==> src/rtl/core/skpl_pkg.sv <==
`timescale 1ns / 1ps
package skpl_pkg;

  localparam int unsigned SampleBits  = 24;
  localparam int unsigned CoefBits    = 24;
  localparam int unsigned MaxChannels = 2;
  localparam int unsigned GainBits    = 20;
  localparam int unsigned MagBits     = 28;
  localparam int unsigned DemandBits  = 24;
  localparam int unsigned CfgIdxBits  = 3;
  localparam int unsigned CfgDataBits = 24;

  localparam logic [10:0] DbPerLog2Q8  = 11'd1541;
  localparam logic [13:0] Log2PerDbQ16 = 14'd10885;
  localparam logic [16:0] LevelOffset  = 17'd35443;

  typedef enum logic [2:0] {
    CFG_ENABLE  = 3'd0,
    CFG_GAIN    = 3'd1,
    CFG_THRESH  = 3'd2,
    CFG_KNEE_W  = 3'd3,
    CFG_KNEE_S  = 3'd4,
    CFG_ATTACK  = 3'd5,
    CFG_RELEASE = 3'd6,
    CFG_STEREO  = 3'd7
  } cfg_idx_e;

  typedef struct packed {
    logic               enable;
    logic [19:0]        gain_factor;
    logic signed [15:0] threshold_db;
    logic [12:0]        knee_width_db;
    logic [15:0]        knee_scale;
    logic [23:0]        attack_coef;
    logic [23:0]        release_coef;
    logic               stereo_mode;
  } cfg_t;

  typedef struct packed {
    logic        bypass;
    logic        ch;
    logic        neg;
    logic [23:0] mag;
    logic [23:0] sample;
  } item_t;

  typedef enum logic [3:0] {
    S_IDLE, S_GAIN, S_LOG, S_LEVEL, S_SQR, S_SCALE, S_HOLD_M, S_HOLD_S,
    S_PEAK_M, S_PEAK_S, S_ATT, S_EXP, S_DONE
  } back_state_e;

  function automatic logic [7:0] log2_frac(input logic [4:0] f);
    logic [7:0] r;
    unique case (f)
      5'd0: r = 8'd0;     5'd1: r = 8'd11;    5'd2: r = 8'd22;    5'd3: r = 8'd33;
      5'd4: r = 8'd44;    5'd5: r = 8'd54;    5'd6: r = 8'd63;    5'd7: r = 8'd73;
      5'd8: r = 8'd82;    5'd9: r = 8'd92;    5'd10: r = 8'd100;  5'd11: r = 8'd109;
      5'd12: r = 8'd118;  5'd13: r = 8'd126;  5'd14: r = 8'd134;  5'd15: r = 8'd142;
      5'd16: r = 8'd150;  5'd17: r = 8'd157;  5'd18: r = 8'd165;  5'd19: r = 8'd172;
      5'd20: r = 8'd179;  5'd21: r = 8'd186;  5'd22: r = 8'd193;  5'd23: r = 8'd200;
      5'd24: r = 8'd207;  5'd25: r = 8'd213;  5'd26: r = 8'd220;  5'd27: r = 8'd226;
      5'd28: r = 8'd232;  5'd29: r = 8'd238;  5'd30: r = 8'd244;  default: r = 8'd250;
    endcase
    return r;
  endfunction

  function automatic logic [16:0] exp_frac(input logic [4:0] f);
    logic [16:0] r;
    unique case (f)
      5'd0: r = 17'd65536;  5'd1: r = 17'd64132;  5'd2: r = 17'd62757;  5'd3: r = 17'd61413;
      5'd4: r = 17'd60097;  5'd5: r = 17'd58809;  5'd6: r = 17'd57549;  5'd7: r = 17'd56316;
      5'd8: r = 17'd55109;  5'd9: r = 17'd53928;  5'd10: r = 17'd52772; 5'd11: r = 17'd51641;
      5'd12: r = 17'd50535; 5'd13: r = 17'd49452; 5'd14: r = 17'd48392; 5'd15: r = 17'd47355;
      5'd16: r = 17'd46341; 5'd17: r = 17'd45348; 5'd18: r = 17'd44376; 5'd19: r = 17'd43425;
      5'd20: r = 17'd42495; 5'd21: r = 17'd41584; 5'd22: r = 17'd40693; 5'd23: r = 17'd39821;
      5'd24: r = 17'd38968; 5'd25: r = 17'd38133; 5'd26: r = 17'd37316; 5'd27: r = 17'd36516;
      5'd28: r = 17'd35734; 5'd29: r = 17'd34968; 5'd30: r = 17'd34219; default: r = 17'd33486;
    endcase
    return r;
  endfunction

endpackage

==> src/rtl/core/skpl_fifo.sv <==
`timescale 1ns / 1ps
module skpl_fifo (
  input  logic            clk_i,
  input  logic            rst_ni,
  input  logic            push_i,
  input  skpl_pkg::item_t item_i,
  input  logic            pop_i,
  output skpl_pkg::item_t item_o,
  output logic            full_o,
  output logic            empty_o
);

  skpl_pkg::item_t mem_q [2];
  logic       wr_q, rd_q;
  logic [1:0] cnt_q;

  assign full_o  = cnt_q == 2'd2;
  assign empty_o = cnt_q == 2'd0;
  assign item_o  = mem_q[rd_q];

  always_ff @(posedge clk_i) begin
    if (push_i) begin
      mem_q[wr_q] <= item_i;
    end
  end

  always_ff @(posedge clk_i or negedge rst_ni) begin
    if (!rst_ni) begin
      wr_q  <= 1'b0;
      rd_q  <= 1'b0;
      cnt_q <= 2'd0;
    end else begin
      if (push_i) wr_q <= ~wr_q;
      if (pop_i) rd_q <= ~rd_q;
      cnt_q <= cnt_q + {1'b0, push_i} - {1'b0, pop_i};
    end
  end

endmodule

==> config.mk <==
export PLATFORM = sky130hd
export DESIGN_NAME = skpl_fifo
export DESIGN_NICKNAME = d
export VERILOG_FILES = /design/src/rtl/core/skpl_pkg.sv /design/src/rtl/core/skpl_fifo.sv
export SDC_FILE = /design/constraint.sdc
export NUM_CORES = 1
export LEC_CHECK = 0
export BUFFER_PORTS_ARGS = -buffer_cell sky130_fd_sc_hd__buf_2
export CAP_MARGIN = 20
export CORE_ASPECT_RATIO = 1.5
export CORE_MARGIN = 2
export CORE_UTILIZATION = 56
export DETAILED_ROUTE_END_ITERATION = 12
export GPL_TIMING_DRIVEN = 0
export PLACE_DENSITY = 0.93
export SLEW_MARGIN = 20
export SYNTH_ARGS = -nofsm -noshare
export SYNTH_HDL_FRONTEND = slang
export SYNTH_SLANG_ARGS = --single-unit
export TNS_END_PERCENT = 1
==> constraint.sdc <==
create_clock -name clk_i -period 7.5 [get_ports clk_i]
set_clock_uncertainty 0.1 [all_clocks]
set_input_delay 1.875 -clock clk_i [delete_from_list [all_inputs] [get_ports clk_i]]
set_output_delay 1.875 -clock clk_i [all_outputs]
set_load 0.1 [all_outputs]
==> results.yml <==
yosys:
  avgSynthCellArea_sq_um: 23.7
  seq_area_frac_synth: 0.766
  synth_nets: 231
  synth_seq_cells: 106
  synth_cell_type_count: 13
  synthesis.instances: 174
  synth_area_sq_um: 4130
  synth_warnings: 0
routing:
  vias_per_cell: 4.87
  wirelength_um: 6340
  routed-wl-met3_um: 259
  maxUsedRoutingLayer: "met4"
  wl_met2_um: 3440
  drc: 0
  drtAntennaViolNets: 0
  detail_route.first_pass.iterations: 4
  first_iter_violations: 135
  vias: 1940
  drt-met1-wl_um: 2520
  detail_route.wl_per_cell_um: 15.9
cells_and_area:
  layout_commonest_cell: "buf_2"
  antenna_cells: 0
  fill_cells: 460
  final_cell_mix: "107 x buf_2, 102 x edfxtp_1, 49 x mux2_4"
  multi_input_comb_area_sq_um: 857
  area_growth_pct: 21.8
  layout-drive-gt1-share: 0.604
  regArea_sq_um: 3160
  final_nets: 351
floorplanning:
  dieArea_sq_um: 8090
  start_util: 0.575
  ios: 108
  die_w_um: 74.1
  core-area_sq_um: 7180
  die_y_um: 109
  rows: 38
global_route:
  grt_max_degree: 52
  track_usage: 0.161
  grt_pass1_vias: 1946
  antenna_found_initial: 0
  grt_overflow: 0
  grt_pass1_wl_um: 9260
clocking:
  clock_sinks: 106
  h-tree-depth: 3
  clockBufferDepth: 2
  cts_buffers: 9
  cts_tree: "built"
  cts_hold_buf: 0
  cts-root-buf: "clkbuf_8"
  clk_pin_slew_ns: 0.08
  postCtsSetupRepairBufs: 0
  cts_resized: 0
  clk_latency_ns: 0.34
outcome:
  status: "completed"
setup_path:
  critPathKind: "reg2out"
  required_ns: 5.53
  path_max_fanout: 10
  startpoint_type: "flip-flop"
  arrival_ns: 1.66
  endpoint_kind: "output port"
sta:
  max-slew-margin-rel: 0.536
  setup_viol: 0
  min_period_ns: 3.64
  max_freq_ghz: 0.275
  fin_setup_tns_ns: 0
  finalHoldViolCount: 0
  rsz0062_at_grt: "false"
  slew_violations: 0
  min_period_over_period: 0.485
  tightest_slew_ns: 0.696
place:
  place.gp.congestion: 0.656
  numPortBuffers: 107
  post-dp-hpwl_um: 4490
worst_hold_path:
  hold_path.class: "reg2reg"
run:
  maxCapViolCount: 0
-- state kept, by name, summed over array words and instances, names as in the netlist --
register  cells
cnt_q         2
mem_q       102
rd_q          1
wr_q          1
-- Yosys cell counts (all sizes together) --
cell type  count  area share
and2           1      0.0015
buf            6       0.027
dfrtp          4       0.024
edfxtp       102        0.74
ha             2      0.0061
inv            2      0.0018
mux2          51        0.18
nor2           1     0.00091
nor2b          2      0.0030
xor2           2      0.0042
xor3           1      0.0058
-- area by class of cell --
type | count | area share
multi-input cells | 60 | 0.170
plain buffers | 6 | 0.0221
well taps | 100 | 0.0249
clock buffers | 11 | 0.0261
flip-flops and latches | 106 | 0.629
inverters | 2 | 0.00149
clock inverters | 4 | 0.00871
repair buffers | 109 | 0.117
-- final timing paths --
path	from	end	slack, ns	depth (start not counted)
hold / removal	wr_q	wr_q	0.46	1
hold reg to reg	wr_q	wr_q	0.46	1
setup / recovery	rd_q	item_o[45]	3.86	4
setup reg to reg	wr_q	mem_q[0][17]	5.94	2
max in group asynchronous	rst_ni	wr_q	5.96	1
min in group asynchronous	rst_ni	cnt_q[1]	1.22	1
-- kinds of logic after synthesis --
| group | after synthesis | share of synthesized area |
|---|---|---|
| XOR/XNOR | 3 | 0.0100 |
| adder cells (fa/ha/maj) | 2 | 0.00606 |
| buffers and inverters | 8 | 0.0288 |
| flip-flops | 106 | 0.766 |
| multiplexers | 51 | 0.184 |
| AND/OR/NAND/NOR | 4 | 0.00545 |
-- worst max-delay path: stages, from the launching register on --
cell and delay [ns]:
dfrtp_1 0.38, buf_6 0.16, buf_12 0.16, mux2_4 0.19
buf_2 0.42
-- stage by stage --
step	setup slack [ns]	instances	hold WS, ns	utilization	instance area (sq um)
final	3.86	398	0.459	0.701	5030
after global routing	3.80	398	0.498	0.701	5030
after CTS	3.83	398	0.465	0.701	5030
after detailed placement	4.23	383	0.452	0.676	4850
after global placement	1.62	381	0.369	0.667	4790
after floorplan	2.80	174	0.355	-	4130
-- per-layer routing --
layer  vias to the layer above  track usage
met5                         -            0
met4                         0       0.0896
met3                         9       0.0407
met2                        62        0.267
met1                       948        0.188
li1                        921            -
Power is not shown: default switching activity piles up to over one toggle a cycle in this logic, so the estimate is an artifact.
