===== src/rtl/core/skpl_pkg.sv =====
`timescale 1ns / 1ps
package skpl_pkg;

  localparam int unsigned SampleBits  = 24;
  localparam int unsigned CoefBits    = 24;
  localparam int unsigned MaxChannels = 2;
  localparam int unsigned GainBits    = 20;
  localparam int unsigned MagBits     = 28;
  localparam int unsigned DemandBits  = 24;
  localparam int unsigned CfgIdxBits  = 3;
  localparam int unsigned CfgDataBits = 24;

  localparam logic [10:0] DbPerLog2Q8  = 11'd1541;
  localparam logic [13:0] Log2PerDbQ16 = 14'd10885;
  localparam logic [16:0] LevelOffset  = 17'd35443;

  typedef enum logic [2:0] {
    CFG_ENABLE  = 3'd0,
    CFG_GAIN    = 3'd1,
    CFG_THRESH  = 3'd2,
    CFG_KNEE_W  = 3'd3,
    CFG_KNEE_S  = 3'd4,
    CFG_ATTACK  = 3'd5,
    CFG_RELEASE = 3'd6,
    CFG_STEREO  = 3'd7
  } cfg_idx_e;

  typedef struct packed {
    logic               enable;
    logic [19:0]        gain_factor;
    logic signed [15:0] threshold_db;
    logic [12:0]        knee_width_db;
    logic [15:0]        knee_scale;
    logic [23:0]        attack_coef;
    logic [23:0]        release_coef;
    logic               stereo_mode;
  } cfg_t;

  typedef struct packed {
    logic        bypass;
    logic        ch;
    logic        neg;
    logic [23:0] mag;
    logic [23:0] sample;
  } item_t;

  typedef enum logic [3:0] {
    S_IDLE, S_GAIN, S_LOG, S_LEVEL, S_SQR, S_SCALE, S_HOLD_M, S_HOLD_S,
    S_PEAK_M, S_PEAK_S, S_ATT, S_EXP, S_DONE
  } back_state_e;

  function automatic logic [7:0] log2_frac(input logic [4:0] f);
    logic [7:0] r;
    unique case (f)
      5'd0: r = 8'd0;     5'd1: r = 8'd11;    5'd2: r = 8'd22;    5'd3: r = 8'd33;
      5'd4: r = 8'd44;    5'd5: r = 8'd54;    5'd6: r = 8'd63;    5'd7: r = 8'd73;
      5'd8: r = 8'd82;    5'd9: r = 8'd92;    5'd10: r = 8'd100;  5'd11: r = 8'd109;
      5'd12: r = 8'd118;  5'd13: r = 8'd126;  5'd14: r = 8'd134;  5'd15: r = 8'd142;
      5'd16: r = 8'd150;  5'd17: r = 8'd157;  5'd18: r = 8'd165;  5'd19: r = 8'd172;
      5'd20: r = 8'd179;  5'd21: r = 8'd186;  5'd22: r = 8'd193;  5'd23: r = 8'd200;
      5'd24: r = 8'd207;  5'd25: r = 8'd213;  5'd26: r = 8'd220;  5'd27: r = 8'd226;
      5'd28: r = 8'd232;  5'd29: r = 8'd238;  5'd30: r = 8'd244;  default: r = 8'd250;
    endcase
    return r;
  endfunction

  function automatic logic [16:0] exp_frac(input logic [4:0] f);
    logic [16:0] r;
    unique case (f)
      5'd0: r = 17'd65536;  5'd1: r = 17'd64132;  5'd2: r = 17'd62757;  5'd3: r = 17'd61413;
      5'd4: r = 17'd60097;  5'd5: r = 17'd58809;  5'd6: r = 17'd57549;  5'd7: r = 17'd56316;
      5'd8: r = 17'd55109;  5'd9: r = 17'd53928;  5'd10: r = 17'd52772; 5'd11: r = 17'd51641;
      5'd12: r = 17'd50535; 5'd13: r = 17'd49452; 5'd14: r = 17'd48392; 5'd15: r = 17'd47355;
      5'd16: r = 17'd46341; 5'd17: r = 17'd45348; 5'd18: r = 17'd44376; 5'd19: r = 17'd43425;
      5'd20: r = 17'd42495; 5'd21: r = 17'd41584; 5'd22: r = 17'd40693; 5'd23: r = 17'd39821;
      5'd24: r = 17'd38968; 5'd25: r = 17'd38133; 5'd26: r = 17'd37316; 5'd27: r = 17'd36516;
      5'd28: r = 17'd35734; 5'd29: r = 17'd34968; 5'd30: r = 17'd34219; default: r = 17'd33486;
    endcase
    return r;
  endfunction

endpackage


===== src/rtl/core/skpl_front.sv =====
`timescale 1ns / 1ps
module skpl_front (
  input  logic                clk_i,
  input  logic                rst_ni,
  input  skpl_pkg::cfg_t      cfg_i,
  input  logic                in_valid_i,
  output logic                in_stall_o,
  input  logic [23:0]         sample_in_i,
  input  logic                full_i,
  output logic                push_o,
  output skpl_pkg::item_t     item_o
);

  logic next_ch_q, next_ch_d;
  logic neg;

  assign in_stall_o = full_i;
  assign push_o     = in_valid_i & ~full_i;
  assign neg        = sample_in_i[23];

  always_comb begin
    item_o.bypass = ~cfg_i.enable;
    item_o.ch     = next_ch_q;
    item_o.neg    = neg;
    item_o.mag    = neg ? (~sample_in_i + 24'd1) : sample_in_i;
    item_o.sample = sample_in_i;
  end

  always_comb begin
    next_ch_d = next_ch_q;
    if (push_o && cfg_i.enable) begin
      next_ch_d = cfg_i.stereo_mode ? ~next_ch_q : 1'b0;
    end
  end

  always_ff @(posedge clk_i or negedge rst_ni) begin
    if (!rst_ni) begin
      next_ch_q <= 1'b0;
    end else begin
      next_ch_q <= next_ch_d;
    end
  end

endmodule


===== config.mk =====
export PLATFORM = sky130hd
export DESIGN_NAME = skpl_front
export DESIGN_NICKNAME = d
export VERILOG_FILES = /design/src/rtl/core/skpl_pkg.sv /design/src/rtl/core/skpl_front.sv
export SDC_FILE = /design/constraint.sdc
export NUM_CORES = 1
export LEC_CHECK = 0
export ABC_AREA = 1
export BUFFER_PORTS_ARGS = -buffer_cell sky130_fd_sc_hd__buf_4
export CAP_MARGIN = 20
export CORE_AREA = 2 2 76 78
export DETAILED_ROUTE_END_ITERATION = 16
export DIE_AREA = 0 0 78 80
export GPL_ROUTABILITY_DRIVEN = 0
export PLACE_DENSITY = 0.61
export SETUP_SLACK_MARGIN = 0.2
export SLEW_MARGIN = 20
export SYNTH_ARGS = -nofsm -noshare
export SYNTH_HDL_FRONTEND = slang
export SYNTH_SLANG_ARGS = --single-unit
export TNS_END_PERCENT = 5

===== constraint.sdc =====
create_clock -name clk_i -period 1.2 [get_ports clk_i]
set_input_delay 0.24 -clock clk_i [delete_from_list [all_inputs] [get_ports clk_i]]
set_output_delay 0.24 -clock clk_i [all_outputs]
set_load 0.03 [all_outputs]

==> impl_results.html <==
<table>
<tr><th>Metric</th><th>Value</th></tr>
<tr><th colspan="2">Status</th></tr>
<tr><td>Outcome</td><td>complete, but fails checks</td></tr>
<tr><td>Violated checks</td><td>setup timing</td></tr>
<tr><th colspan="2">Floorplanning</th></tr>
<tr><td>Area of the core</td><td>5405 sq um</td></tr>
<tr><td>Count of boundary I/O pins</td><td>196</td></tr>
<tr><td>Starting density of the core</td><td>0.1873</td></tr>
<tr><td>Chip Height</td><td>80 microns</td></tr>
<tr><td>Horizontal die dimension</td><td>78 microns</td></tr>
<tr><td>Placement Rows</td><td>27</td></tr>
<tr><td>Die area</td><td>6240 sq um</td></tr>
<tr><th colspan="2">STA</th></tr>
<tr><td>Setup Skew</td><td>0 ps</td></tr>
<tr><td>Post-route worst setup slack</td><td>-308.1 ps</td></tr>
<tr><td>Final slew viol count</td><td>0</td></tr>
<tr><td>Final period demand of the worst path</td><td>1508 ps</td></tr>
<tr><td>Peak Freq</td><td>663.1 MHz</td></tr>
<tr><td>Setup repair after global routing missed its margin</td><td>yes</td></tr>
<tr><td>Period utilisation layout</td><td>1.257</td></tr>
<tr><td>Worst Max-Slew Pin Slew</td><td>272.5 ps</td></tr>
<tr><td>Final setup violation count</td><td>22</td></tr>
<tr><td>Worst max-slew margin expressed relative to the limit</td><td>0.8164</td></tr>
<tr><td>Final hold viol count</td><td>0</td></tr>
<tr><th colspan="2">Synthesis</th></tr>
<tr><td>Cell with the most instances after synthesis</td><td>nand2_1</td></tr>
<tr><td>Count of different cell masters after synthesis</td><td>24</td></tr>
<tr><td>Synthesized-area fraction occupied by ao, oa, aoi and oai cells</td><td>0.05562</td></tr>
<tr><td>Post-Synthesis Cell Area</td><td>1012 sq um</td></tr>
<tr><td>Multiplexer area fraction after synthesis</td><td>0</td></tr>
<tr><td>Syn nets</td><td>323</td></tr>
<tr><td>Average size of a mapped cell</td><td>5.655 sq um</td></tr>
<tr><td>Main flop type after synthesis</td><td>dfrtp_1</td></tr>
<tr><td>Main combinational cell family by area after synthesis</td><td>simple AND/OR/NAND/NOR gates</td></tr>
<tr><td>Synthesis-stage register bit count</td><td>1</td></tr>
<tr><td>Sequential cell area fraction in the yosys report</td><td>0.02472</td></tr>
<tr><td>Ranking of synthesized cells by area</td><td>buf_4 (22%), nand2_1 (19%), nor2_1 (8.5%), xnor2_1 (6.9%), inv_1 (6.7%)</td></tr>
<tr><td>Cell type contributing the most total cell area after synthesis</td><td>buf_4</td></tr>
<tr><td>Top cell type's share of synthesized area</td><td>0.2151</td></tr>
<tr><td>Post-synth top cells</td><td>nand2_1 (50), buf_4 (29), nor2_1 (23), inv_1 (18), nand3_1 (11)</td></tr>
<tr><td>Post-synth EDFFs</td><td>0</td></tr>
<tr><td>Number of cells produced by synthesis</td><td>179</td></tr>
<tr><td>Post-Synth Adder-Cell Area</td><td>0.01236</td></tr>
<tr><td>Fraction of registers with async set or reset after synthesis</td><td>1.000</td></tr>
<tr><td>Post-synthesis share of cell area spent on xor and xnor gates</td><td>0.08653</td></tr>
<tr><td>Simple-Gate Fraction of Synth Area</td><td>0.5290</td></tr>
<tr><td>Synthesis warning total</td><td>0</td></tr>
<tr><th colspan="2">Global routing</th></tr>
<tr><td>Global-route wire length before repair</td><td>6051 microns</td></tr>
<tr><td>Via count of the first global-routing pass</td><td>1323</td></tr>
<tr><td>Maximum number of pins on one net before global-route repair</td><td>16</td></tr>
<tr><td>Total global routing overflow</td><td>0</td></tr>
<tr><td>Overall fraction of global-route tracks in use</td><td>0.1182</td></tr>
<tr><td>Number of antenna violations at the first check in global routing</td><td>0</td></tr>
<tr><th colspan="2">Worst setup path</th></tr>
<tr><td>Destination of the worst register-to-register timing path</td><td>next_ch_q</td></tr>
<tr><td>Sort of element at the end of the critical path</td><td>output pin</td></tr>
<tr><td>Maximum net fanout on the critical path</td><td>4</td></tr>
<tr><td>Arrival time of the worst setup path</td><td>1270 ps</td></tr>
<tr><td>Crit path from</td><td>sample_in_i[0]</td></tr>
<tr><td>Startpoint-to-endpoint class of the critical path</td><td>in2out</td></tr>
<tr><td>Worst Setup EP</td><td>item_o[42]</td></tr>
<tr><td>Start of the worst register-to-register path</td><td>next_ch_q</td></tr>
<tr><td>Worst Path Required</td><td>960 ps</td></tr>
<tr><td>Startpoint type of the worst setup path</td><td>primary input</td></tr>
<tr><td>Worst reg2reg setup slack</td><td>530 ps</td></tr>
<tr><td>Number of cells on the worst reg-to-reg path</td><td>3</td></tr>
<tr><th colspan="2">CTS</th></tr>
<tr><td>Hold buffer count at cts</td><td>0</td></tr>
<tr><td>Register clock-pin slew on the reported worst setup and hold paths</td><td>0 ps</td></tr>
<tr><td>Buffers inserted by post-CTS timing repair</td><td>0</td></tr>
<tr><td>Clock latency on the worst-skew pair</td><td>0 ps</td></tr>
<tr><th colspan="2">Finish</th></tr>
<tr><td>Share of post-route cells with drive strength above 1</td><td>0.6830</td></tr>
<tr><td>Max FFs per register</td><td>1</td></tr>
<tr><td>Area growth from synthesis to layout</td><td>111.5%</td></tr>
<tr><td>Fill cell instance count of the final layout</td><td>599</td></tr>
<tr><td>Register containing the most flip-flops in the final layout</td><td>next_ch_q</td></tr>
<tr><td>Number of nets in the finished design</td><td>411</td></tr>
<tr><td># diodes</td><td>0</td></tr>
<tr><td>Final standard cell area without fillers</td><td>2141 sq um</td></tr>
<tr><td>Largest registers ranked by flip-flop count</td><td>next_ch_q: 1 flops</td></tr>
<tr><th colspan="2">Power</th></tr>
<tr><td>VDD IR max</td><td>0.2614 mV</td></tr>
<tr><td>Leak pwr</td><td>1.144 nW</td></tr>
<tr><td>Power density of the placed cells</td><td>502.0 nW/um^2</td></tr>
<tr><th colspan="2">Drt</th></tr>
<tr><td>Routed Wire Length</td><td>about 3800 microns</td></tr>
<tr><td>Detailed-route via count</td><td>1337</td></tr>
<tr><td>DRT antenna net count</td><td>0</td></tr>
<tr><td>Drt pass-1 iters</td><td>4</td></tr>
<tr><td>Number of remaining DRC errors</td><td>0</td></tr>
<tr><td>Vias per inst</td><td>~4.0</td></tr>
<tr><td>Wirelength per Cell</td><td>11.36 microns</td></tr>
<tr><td>Number of violations reported at the end of detailed-routing iteration 0</td><td>33</td></tr>
<tr><th colspan="2">Place</th></tr>
<tr><td>Detailed Place HPWL</td><td>3425 microns</td></tr>
<tr><td>Port Buf Inserts</td><td>82</td></tr>
<tr><td>Setup WS pre-CTS</td><td>-392.0 ps</td></tr>
<tr><td>Placement-stage cell area</td><td>1931 sq um</td></tr>
<tr><th colspan="2">Hold path</th></tr>
<tr><td>Worst hold path class</td><td>in2async</td></tr>
<tr><th colspan="2">Flow run</th></tr>
<tr><td>Reported max-cap violation count</td><td>0</td></tr>
</table>
critical path, cell delays in order:
cell     delay, ps
buf_8          110
inv_12          40
ha_4           130
nand2_4         70
nor2_4         140
nand2_1        100
nand2_4        110
nand2_1         70
nand2_2         80
nand2_4         40
buf_6          130
kinds of logic after synthesis:
logic type	count (synthesis)
compound gates	10
fa+ha+maj	1
simple gates	108
buf+inv	49
xor+xnor	10
flops	1
cells in the final DEF (no fill, tap or decap), types with 2 or more instances in the layout:
cell	Yosys	routed
buf_4	29	91
nand2_1	50	33
buf_6	0	22
nand2_2	5	17
inv_1	18	16
nor2_2	4	12
nor2_1	23	10
nand3_1	11	10
nand2_4	4	9
nor2_4	3	8
xnor2_2	0	6
o21ai_0	7	3
nand3b_1	3	3
buf_8	0	3
inv_12	0	2
o21ai_1	0	2
xor2_2	0	2
o21ai_2	1	2
layer usage:
layer	wire, microns	global-route usage
met1	1752	0.1646
met2	1627	0.1914
met3	447	0.03507
met4	0	0
met5	0	0
timing repair:
action	CTS	global route
setup endpoints to repair	24	24
resized for setup	9	50
pin swaps	7	12
where the power goes:
group | internal [mW] | switching (mW) | leakage (nW)
Combinational | 0.457 | 0.573 | 1.13
Clock | 0 | 0 | 0
Sequential | 0.0408 | 0.00319 | 0.0127
Total | 0.498 | 0.577 | 1.14
worst min path at each step:
stage,slack [ps],from,end
3_5_place_dp,20,rst_ni,next_ch_q
2_1_floorplan,-60,rst_ni,next_ch_q
3_3_place_gp,20,rst_ni,next_ch_q
5_1_grt,20,rst_ni,next_ch_q
6_report,20,rst_ni,next_ch_q
4_1_cts,30,rst_ni,next_ch_q
final cells by class:
class | count | area (sq um) | share of cell area
Tap cell | 72 | 90.09 | 0.04208
Inverter | 18 | 92.59 | 0.04325
Multi-Input combinational cell | 129 | 937.1 | 0.4378
Sequential cell | 1 | 25.02 | 0.01169
Timing Repair Buffer | 117 | 996.0 | 0.4652
through the flow:
stage	total power [mW]	std cells	utilization	hold slack [ps]	TNS, ps
after global routing	1.149	337	0.3961	24.65	-6112
after CTS	1.010	337	0.3620	25.15	-5091
after floorplan	0.6231	179	-	-55.59	-336.7
after global placement	0.9912	337	0.3572	21.56	-5459
final	1.075	337	0.3961	20.67	-4477
after detailed placement	0.9958	337	0.3572	24.33	-5565
No activity file was read; power rests on OpenSTA's default activity.
